**config.mk**
```make
export PLATFORM = sky130hd
export DESIGN_NAME = keypad_code_lock_lockout_flat
export DESIGN_NICKNAME = d
export VERILOG_FILES = /design/src/design/klk_pkg.sv /design/src/design/klk_stream_if.sv /design/src/design/klk_cfg_regs.sv /design/src/design/klk_core.sv /design/src/design/keypad_code_lock_lockout.sv /design/src/flat_wrapper.sv
export SDC_FILE = /design/constraint.sdc
export NUM_CORES = 1
export LEC_CHECK = 0
export ABC_AREA = 1
export BUFFER_PORTS_ARGS = -buffer_cell sky130_fd_sc_hd__buf_4
export CAP_MARGIN = 20
export CORE_MARGIN = 1.5
export CORE_UTILIZATION = 25
export DETAILED_ROUTE_END_ITERATION = 8
export HOLD_SLACK_MARGIN = 0.12
export PLACE_DENSITY = 0.48
export SKIP_CTS_REPAIR_TIMING = 1
export SLEW_MARGIN = 15
export SYNTH_ARGS = -nofsm -noshare
export SYNTH_HDL_FRONTEND = slang
export SYNTH_SLANG_ARGS = --single-unit
```
**constraint.sdc**
```tcl
create_clock -name clk_i -period 7.7 [get_ports clk_i]
set_input_delay 1.155 -clock clk_i [delete_from_list [all_inputs] [get_ports clk_i]]
set_output_delay 1.155 -clock clk_i [all_outputs]
set_load 0.01 [all_outputs]
```
**src/design/klk_pkg.sv**
```systemverilog
// package: types, codes and constants of the keypad code lock
`timescale 1ns / 1ps

package klk_pkg;

  localparam int DIGITS_DEF = 6;

  localparam int CFG_W     = 24;
  localparam int CFG_IDX_W = 3;

  localparam logic [23:0] CODE_RST      = 24'h123456;
  localparam logic [3:0]  MAX_ERR_RST   = 4'd5;
  localparam logic [15:0] LOCK_MS_RST   = 16'd30000;
  localparam logic [15:0] BEEP_OK_RST   = 16'd100;
  localparam logic [15:0] BEEP_ERR_RST  = 16'd500;

  localparam logic [3:0]  DIGIT_MAX     = 4'd9;
  localparam logic [3:0]  FAIL_SAT      = 4'd15;

  typedef enum logic [2:0] {
    FUNC_TICK    = 3'd0,
    FUNC_ADVANCE = 3'd1,
    FUNC_STEP    = 3'd2,
    FUNC_CONFIRM = 3'd3,
    FUNC_ENTER   = 3'd4,
    FUNC_CLEAR   = 3'd5
  } func_e;

  typedef enum logic [2:0] {
    STAT_DONE        = 3'd0,
    STAT_LOCKED      = 3'd1,
    STAT_INVALID     = 3'd2,
    STAT_NEED_MORE   = 3'd3,
    STAT_MATCH       = 3'd4,
    STAT_MISMATCH    = 3'd5,
    STAT_LOCKED_NOW  = 3'd6
  } status_e;

  typedef enum logic [CFG_IDX_W-1:0] {
    CFG_CODE     = 3'd0,
    CFG_MAX_ERR  = 3'd1,
    CFG_LOCK_MS  = 3'd2,
    CFG_BEEP_OK  = 3'd3,
    CFG_BEEP_ERR = 3'd4
  } cfg_idx_e;

  typedef struct packed {
    logic [2:0] func;
    logic [3:0] digit;
  } event_t;

  typedef struct packed {
    logic [2:0]  status;
    logic        open_pulse;
    logic        buzzer;
    logic        locked;
    logic [2:0]  cursor_pos;
    logic [2:0]  entered_count;
    logic [2:0]  missing_count;
    logic [3:0]  error_count;
    logic [15:0] lock_left;
    logic [23:0] entry_digits;
  } result_t;

  typedef struct packed {
    logic [23:0] correct_code;
    logic [3:0]  max_errors;
    logic [15:0] lock_ms;
    logic [15:0] beep_ok_ms;
    logic [15:0] beep_err_ms;
  } cfg_t;

endpackage

```
**src/design/klk_stream_if.sv**
```systemverilog
// interfaces: valid/ready channels for events and results
`timescale 1ns / 1ps

interface klk_event_if;
  logic              valid;
  logic              ready;
  klk_pkg::event_t   payload;

  modport source (output valid, output payload, input ready);
  modport sink   (input valid, input payload, output ready);
endinterface

interface klk_result_if;
  logic              valid;
  logic              ready;
  klk_pkg::result_t  payload;

  modport source (output valid, output payload, input ready);
  modport sink   (input valid, input payload, output ready);
endinterface

```
**src/design/klk_cfg_regs.sv**
```systemverilog
// configuration register file of the keypad code lock
`timescale 1ns / 1ps

module klk_cfg_regs (
  input  logic                             clk_i,
  input  logic                             rst_ni,
  input  logic                             cfg_we_i,
  input  logic [klk_pkg::CFG_IDX_W-1:0]    cfg_idx_i,
  input  logic [klk_pkg::CFG_W-1:0]        cfg_wdata_i,
  output klk_pkg::cfg_t                    cfg_o
);

  klk_pkg::cfg_t cfg_q;
  klk_pkg::cfg_t cfg_d;

  always_comb begin
    cfg_d = cfg_q;
    if (cfg_we_i) begin
      case (cfg_idx_i)
        klk_pkg::CFG_CODE:     cfg_d.correct_code = 24'(cfg_wdata_i);
        klk_pkg::CFG_MAX_ERR:  cfg_d.max_errors   = 4'(cfg_wdata_i);
        klk_pkg::CFG_LOCK_MS:  cfg_d.lock_ms      = 16'(cfg_wdata_i);
        klk_pkg::CFG_BEEP_OK:  cfg_d.beep_ok_ms   = 16'(cfg_wdata_i);
        klk_pkg::CFG_BEEP_ERR: cfg_d.beep_err_ms  = 16'(cfg_wdata_i);
        default: ;
      endcase
    end
  end

  always_ff @(posedge clk_i or negedge rst_ni) begin
    if (!rst_ni) begin
      cfg_q.correct_code <= klk_pkg::CODE_RST;
      cfg_q.max_errors   <= klk_pkg::MAX_ERR_RST;
      cfg_q.lock_ms      <= klk_pkg::LOCK_MS_RST;
      cfg_q.beep_ok_ms   <= klk_pkg::BEEP_OK_RST;
      cfg_q.beep_err_ms  <= klk_pkg::BEEP_ERR_RST;
    end else begin
      cfg_q <= cfg_d;
    end
  end

  assign cfg_o = cfg_q;

endmodule

```
**src/design/klk_core.sv**
```systemverilog
// lock state and single-pass event logic of the keypad code lock
`timescale 1ns / 1ps

module klk_core #(
  parameter int DIGITS = klk_pkg::DIGITS_DEF
) (
  input  logic              clk_i,
  input  logic              rst_ni,
  input  logic              step_i,
  input  klk_pkg::event_t   evt_i,
  input  klk_pkg::cfg_t     cfg_i,
  output klk_pkg::result_t  res_o
);

  localparam int CurW = (DIGITS > 1) ? $clog2(DIGITS) : 1;
  localparam int CntW = $clog2(DIGITS + 1);
  localparam int PackW = 4 * DIGITS;

  logic [3:0]      entry_q [DIGITS];
  logic [3:0]      entry_d [DIGITS];
  logic [CurW-1:0] cursor_q, cursor_d;
  logic [CntW-1:0] count_q, count_d;
  logic [3:0]      fail_q, fail_d;
  logic            locked_q, locked_d;
  logic [15:0]     lock_tmr_q, lock_tmr_d;
  logic [15:0]     beep_q, beep_d;

  logic [3:0]       code_nib [DIGITS];
  logic [DIGITS-1:0] nib_match;
  logic [CurW-1:0]  cur_next;
  logic [CntW-1:0]  cur_plus1;
  logic [CntW-1:0]  miss_full;
  logic [PackW-1:0] packed_entry;
  logic [2:0]       status;
  logic             open_pulse;
  logic [2:0]       missing;

  for (genvar i = 0; i < DIGITS; i++) begin : g_nib
    localparam int Sh = 4 * (DIGITS - 1 - i);
    if (Sh < klk_pkg::CFG_W) begin : g_in
      assign code_nib[i] = cfg_i.correct_code[Sh +: 4];
    end else begin : g_out
      assign code_nib[i] = 4'd0;
    end
    assign nib_match[i] = (entry_q[i] == code_nib[i]);
  end

  assign cur_next  = (cursor_q == CurW'(DIGITS - 1)) ? '0 : cursor_q + CurW'(1);
  assign cur_plus1 = CntW'(cursor_q) + CntW'(1);
  assign miss_full = CntW'(DIGITS) - count_q;

  always_comb begin
    for (int k = 0; k < DIGITS; k++) begin
      entry_d[k] = entry_q[k];
    end
    cursor_d   = cursor_q;
    count_d    = count_q;
    fail_d     = fail_q;
    locked_d   = locked_q;
    lock_tmr_d = lock_tmr_q;
    beep_d     = beep_q;
    status     = klk_pkg::STAT_DONE;
    open_pulse = 1'b0;
    missing    = 3'd0;

    if (step_i) begin
      if (evt_i.func == klk_pkg::FUNC_TICK) begin
        if (beep_q != 16'd0) begin
          beep_d = beep_q - 16'd1;
        end
        if (locked_q) begin
          if (lock_tmr_q <= 16'd1) begin
            locked_d   = 1'b0;
            lock_tmr_d = 16'd0;
            fail_d     = 4'd0;
            for (int k = 0; k < DIGITS; k++) begin
              entry_d[k] = 4'd0;
            end
            cursor_d = '0;
            count_d  = '0;
          end else begin
            lock_tmr_d = lock_tmr_q - 16'd1;
          end
        end
      end else if (locked_q) begin
        status = klk_pkg::STAT_LOCKED;
      end else begin
        case (evt_i.func)
          klk_pkg::FUNC_ADVANCE: begin
            cursor_d = cur_next;
          end
          klk_pkg::FUNC_STEP: begin
            entry_d[cursor_q] = (entry_q[cursor_q] < klk_pkg::DIGIT_MAX) ?
                                entry_q[cursor_q] + 4'd1 : 4'd0;
            if (cur_plus1 > count_q) begin
              count_d = cur_plus1;
            end
          end
          klk_pkg::FUNC_CONFIRM: begin
            if (count_q < CntW'(DIGITS)) begin
              status  = klk_pkg::STAT_NEED_MORE;
              missing = 3'(miss_full);
            end else begin
              for (int k = 0; k < DIGITS; k++) begin
                entry_d[k] = 4'd0;
              end
              cursor_d = '0;
              count_d  = '0;
              if (&nib_match) begin
                status     = klk_pkg::STAT_MATCH;
                open_pulse = 1'b1;
                fail_d     = 4'd0;
                beep_d     = cfg_i.beep_ok_ms;
              end else begin
                fail_d = (fail_q == klk_pkg::FAIL_SAT) ? fail_q : fail_q + 4'd1;
                beep_d = cfg_i.beep_err_ms;
                status = klk_pkg::STAT_MISMATCH;
                if (fail_d >= cfg_i.max_errors) begin
                  status     = klk_pkg::STAT_LOCKED_NOW;
                  locked_d   = 1'b1;
                  lock_tmr_d = cfg_i.lock_ms;
                end
              end
            end
          end
          klk_pkg::FUNC_ENTER: begin
            if (evt_i.digit > klk_pkg::DIGIT_MAX || count_q >= CntW'(DIGITS)) begin
              status = klk_pkg::STAT_INVALID;
            end else begin
              entry_d[cursor_q] = evt_i.digit;
              cursor_d          = cur_next;
              count_d           = count_q + CntW'(1);
            end
          end
          klk_pkg::FUNC_CLEAR: begin
            for (int k = 0; k < DIGITS; k++) begin
              entry_d[k] = 4'd0;
            end
            cursor_d = '0;
            count_d  = '0;
          end
          default: begin
            status = klk_pkg::STAT_INVALID;
          end
        endcase
      end
    end
  end

  always_comb begin
    for (int k = 0; k < DIGITS; k++) begin
      packed_entry[4 * (DIGITS - 1 - k) +: 4] = entry_d[k];
    end
  end

  always_ff @(posedge clk_i or negedge rst_ni) begin
    if (!rst_ni) begin
      for (int k = 0; k < DIGITS; k++) begin
        entry_q[k] <= 4'd0;
      end
      cursor_q   <= '0;
      count_q    <= '0;
      fail_q     <= 4'd0;
      locked_q   <= 1'b0;
      lock_tmr_q <= 16'd0;
      beep_q     <= 16'd0;
    end else begin
      for (int k = 0; k < DIGITS; k++) begin
        entry_q[k] <= entry_d[k];
      end
      cursor_q   <= cursor_d;
      count_q    <= count_d;
      fail_q     <= fail_d;
      locked_q   <= locked_d;
      lock_tmr_q <= lock_tmr_d;
      beep_q     <= beep_d;
    end
  end

  assign res_o.status        = status;
  assign res_o.open_pulse    = open_pulse;
  assign res_o.buzzer        = (beep_d != 16'd0);
  assign res_o.locked        = locked_d;
  assign res_o.cursor_pos    = 3'(cursor_d);
  assign res_o.entered_count = 3'(count_d);
  assign res_o.missing_count = missing;
  assign res_o.error_count   = fail_d;
  assign res_o.lock_left     = locked_d ? lock_tmr_d : 16'd0;
  assign res_o.entry_digits  = 24'(packed_entry);

endmodule

```
**src/design/keypad_code_lock_lockout.sv**
```systemverilog
// keypad code lock with error lockout and buzzer timing, top level
// an event transfer is held in the event register, and its result in the result register
// throughput: one event per cycle while the result sink takes results, set by the single-pass state update in klk_core
// a full result register with a stalled sink holds the event register, then ready drops
// reset: entry, cursor, counts, lockout and buzzer cleared, config back to defaults
`timescale 1ns / 1ps

module keypad_code_lock_lockout #(
  parameter int DIGITS = klk_pkg::DIGITS_DEF
) (
  input  logic                           clk_i,
  input  logic                           rst_ni,
  input  logic                           cfg_we_i,
  input  logic [klk_pkg::CFG_IDX_W-1:0]  cfg_idx_i,
  input  logic [klk_pkg::CFG_W-1:0]      cfg_wdata_i,
  klk_event_if.sink                      evt_i,
  klk_result_if.source                   res_o
);

  klk_pkg::cfg_t    cfg;
  klk_pkg::result_t step_res;

  logic             in_valid_q;
  klk_pkg::event_t  in_pay_q;
  logic             out_valid_q;
  klk_pkg::result_t out_pay_q;
  logic             advance;
  logic             in_xfer;

  klk_cfg_regs u_cfg (
    .clk_i       (clk_i),
    .rst_ni      (rst_ni),
    .cfg_we_i    (cfg_we_i),
    .cfg_idx_i   (cfg_idx_i),
    .cfg_wdata_i (cfg_wdata_i),
    .cfg_o       (cfg)
  );

  klk_core #(
    .DIGITS (DIGITS)
  ) u_core (
    .clk_i  (clk_i),
    .rst_ni (rst_ni),
    .step_i (advance),
    .evt_i  (in_pay_q),
    .cfg_i  (cfg),
    .res_o  (step_res)
  );

  assign advance     = in_valid_q && (!out_valid_q || res_o.ready);
  assign evt_i.ready = !in_valid_q || advance;
  assign in_xfer     = evt_i.valid && evt_i.ready;

  always_ff @(posedge clk_i or negedge rst_ni) begin
    if (!rst_ni) begin
      in_valid_q  <= 1'b0;
      out_valid_q <= 1'b0;
    end else begin
      if (evt_i.ready) begin
        in_valid_q <= evt_i.valid;
      end
      if (!out_valid_q || res_o.ready) begin
        out_valid_q <= in_valid_q;
      end
    end
  end

  always_ff @(posedge clk_i) begin
    if (in_xfer) begin
      in_pay_q <= evt_i.payload;
    end
    if (advance) begin
      out_pay_q <= step_res;
    end
  end

  assign res_o.valid   = out_valid_q;
  assign res_o.payload = out_pay_q;

endmodule

```
**src/flat_wrapper.sv**
```systemverilog
// flat-port wrapper written by rule: the top's interface ports become plain ports
module keypad_code_lock_lockout_flat 
#(
  parameter int DIGITS = klk_pkg::DIGITS_DEF
)
  (clk_i, rst_ni, cfg_we_i, cfg_idx_i, cfg_wdata_i, evt_i_valid, evt_i_payload, evt_i_ready, res_o_valid, res_o_payload, res_o_ready);
  klk_event_if evt_i_i ();
  klk_result_if res_o_i ();
  input  logic clk_i;
  input  logic rst_ni;
  input  logic cfg_we_i;
  input  logic [klk_pkg::CFG_IDX_W-1:0] cfg_idx_i;
  input  logic [klk_pkg::CFG_W-1:0] cfg_wdata_i;
  input wire logic [$bits(evt_i_i.valid)-1:0] evt_i_valid;
  input wire logic [$bits(evt_i_i.payload)-1:0] evt_i_payload;
  output wire logic [$bits(evt_i_i.ready)-1:0] evt_i_ready;
  output wire logic [$bits(res_o_i.valid)-1:0] res_o_valid;
  output wire logic [$bits(res_o_i.payload)-1:0] res_o_payload;
  input wire logic [$bits(res_o_i.ready)-1:0] res_o_ready;
  assign evt_i_i.valid = evt_i_valid;
  assign evt_i_i.payload = evt_i_payload;
  assign evt_i_ready = evt_i_i.ready;
  assign res_o_valid = res_o_i.valid;
  assign res_o_payload = res_o_i.payload;
  assign res_o_i.ready = res_o_ready;
  keypad_code_lock_lockout #(.DIGITS(DIGITS)) u_core (.clk_i(clk_i), .rst_ni(rst_ni), .cfg_we_i(cfg_we_i), .cfg_idx_i(cfg_idx_i), .cfg_wdata_i(cfg_wdata_i), .evt_i(evt_i_i), .res_o(res_o_i));
endmodule
```
==> results.py <==
metrics = {
    "status": {
        "status": "finished clean",
    },
    "synth": {
        "ys_types": 49,
        "ys_async_sr_fraction": 0.687,
        "synth_largest_area_cell": "dfrtp_1",
        "synthFlopType": "dfrtp_1",
        "synth_edf_count": 66,
        "ys_seq_area_frac": 0.484,
        "synth.ff_latch_count": 211,
        "ys_warn_count": 0,
        "synthCells": 1513,
        "synth_top_cell_area_share": 0.253,
        "synth_nets": 1570,
        "syn_area_per_cell_um2": 7.71,
        "synth_area_leaders": "dfrtp_1, edfxtp_1, nand2_1",
        "syn_area_um2": 11700,
    },
    "clock_tree": {
        "clock_latency_ns": 0.55,
        "clockBufferDepth": 3,
        "cts_tree": "built",
        "cts-buffers-inserted": 27,
        "cts.clk_slew.worst_paths_ns": 0.05,
        "cts_num_sinks": 211,
        "cts_max_level": 1,
        "cts-root-buf": "clkbuf_16",
    },
    "setup_path": {
        "arrival_ns": 4.18,
        "worstSetupPathType": "input port to flop",
        "critical_path_required_ns": 7.97,
        "endpoint_kind": "flop",
        "crit_fanout": 73,
        "startpoint_type": "input port",
    },
    "power_and_ir_drop": {
        "totalPowerFinal_mw": 3.86,
        "ir_drop_mv": 0.151,
        "pwr_density_cell_nw_per_um2": 278,
        "leakage_nw": 6.37,
    },
    "route": {
        "routed_wl_mm": 37.6,
        "ant_nets": 0,
        "num_vias": 10288,
        "drt_iter0_drc": 693,
        "via_per_inst": 4.63,
        "dr.pass1.iters": 5,
        "wl_per_cell_um": 16.9,
        "drcViolationCount": 0,
    },
    "final_layout": {
        "synthToLayoutAreaGrowth_pct": 19.0,
        "design_area_um2": 13900,
        "layout_common_cells": "nand2_1, inv_1, o21ai_0",
        "fillers": 4987,
        "fin_cells": 2223,
        "nets": 1660,
        "diodes": 0,
        "multi_input_area_um2": 4970,
        "final_common_cell": "nand2_1",
        "layout-drive-gt1-share": 0.147,
        "regArea_um2": 5640,
    },
    "sta": {
        "finalSetupViolations": 0,
        "tightestPinTransition_ns": 0.973,
        "hold_viol_final": 0,
        "drv_slew": 0,
        "slew_headroom": 0.351,
        "tns_ns": 0,
        "period_share": 0.508,
        "fin_skew_ns": 0.0142,
        "grt_setup_unrepaired": "no",
        "holdWs_ns": 0.479,
        "max_freq_mhz": 256,
        "period_minus_slack_ns": 3.91,
    },
    "floorplanning": {
        "dieArea_um2": 48000,
        "fp.dieH_um": 219,
        "core_um2": 45700,
        "die-width_um": 219,
        "row_count": 78,
        "start_util": 0.255,
        "io_pins": 100,
    },
    "placed_design": {
        "io_buffers": 99,
        "dp.cells": 2172,
        "placed_area_um2": 13000,
        "dp_hpwl_mm": 26.7,
        "routabilityCongestion": 0.861,
    },
    "global_routing": {
        "grt_first_pass_wirelength_mm": 58.2,
        "grt.overflow.total": 0,
        "antenna_found_initial": 1,
        "grt_max_degree": 89,
        "grt_pass1_vias": 9759,
        "grt_use_total": 0.158,
    },
    "flow_run": {
        "drv_cap": 0,
    },
    "hold_path": {
        "hp-class": "flop to flop",
    },
}
[synth_stat cells (5+ instances only)]
master / count
a21oi_1: 102
o211ai_1: 10
o22ai_1: 9
nand3_1: 68
nand3b_1: 7
clkbuf_1: 26
o21ai_1: 54
o21ai_0: 137
nand2_1: 419
buf_2: 13
nor3_1: 11
nand2_2: 7
dfrtp_1: 118
edfxtp_1: 66
o31ai_1: 16
nand4_1: 6
nor2_1: 121
a22oi_1: 5
dfstp_2: 27
xor2_1: 10
a31oi_1: 5
ha_1: 18
inv_1: 184
inv_2: 32
[path summary, 6_finish.rpt]
| check | slack, ns | to | cells after the start | start |
|---|---|---|---|---|
| worst min-delay path | 0.48 | u_core.u_cfg.cfg_o[23] | 2 | u_core.u_cfg.cfg_o[23] |
| min in group asynchronous | 0.72 | u_core.u_cfg.cfg_o[51] | 1 | rst_ni |
| max in group asynchronous | 5.60 | u_core.u_core.locked_q | 2 | rst_ni |
| worst max register to register | 4.19 | u_core.res_o.payload[29] | 8 | u_core.res_o.valid |
| worst min register to register | 0.48 | u_core.u_cfg.cfg_o[23] | 2 | u_core.u_cfg.cfg_o[23] |
| worst max-delay path | 3.79 | u_core.res_o.payload[29] | 10 | res_o_ready |
[cell type report]
class	instances	share of cell area
Sequential cell	211	0.407
Multi-Input combinational cell	1036	0.358
Timing Repair Buffer	110	0.0603
Inverter	217	0.0588
Tap cell	600	0.0541
Clock buffer	35	0.0537
Clock inverter	14	0.00839
[layer usage]
layer	share of wire	up-vias	GRT usage
met5	0	-	0
met4	0.022	0	0.0473
met3	0.054	49	0.0198
met2	0.45	246	0.252
met1	0.47	4874	0.221
li1	-	5119	-
[per-stage QoR]
stage | util | setup slack (ns)
detailed placement | 0.284 | 3.14
CTS | 0.303 | 3.68
finish | 0.304 | 3.79
global route | 0.304 | 3.43
global placement | 0.284 | 3.17
floorplan | - | 3.42
[registers in the layout (all words and copies together), names as in the netlist, 4 cells and up]
signal,count
u_core.in_pay_q,7
u_core.res_o.payload,59
u_core.u_cfg.cfg_o,76
u_core.u_core.beep_q,16
u_core.u_core.entry_q,24
u_core.u_core.fail_q,4
u_core.u_core.lock_tmr_q,16
[worst max-delay path: stages]
cell      delay (ns)
buf_4           0.11
inv_1           0.06
nand2_1         0.07
nand2_1         0.64
clkinv_2        0.60
buf_4           0.51
nand2_1         0.19
o21ai_1         0.11
a21oi_4         0.47
nor2_1          0.11
[where the power goes]
part | leakage [nW] | switching (mW) | internal, mW | total, mW
combinational | 3.54 | 0.653 | 0.363 | 1.02
clock | 0.434 | 0.498 | 0.742 | 1.24
sequential | 2.40 | 0.185 | 1.42 | 1.61
total | 6.37 | 1.34 | 2.53 | 3.86
[cell families after synthesis]
family                     synth area share
and+or+nand+nor                       0.235
buffers and inverters                0.0905
muxes                               0.00193
DFF                                   0.484
AOI/OAI and AO/OA                     0.161
adders and majority gates            0.0193
xor gates and xnor gates            0.00901
No activity file was read; power rests on OpenSTA's default activity.
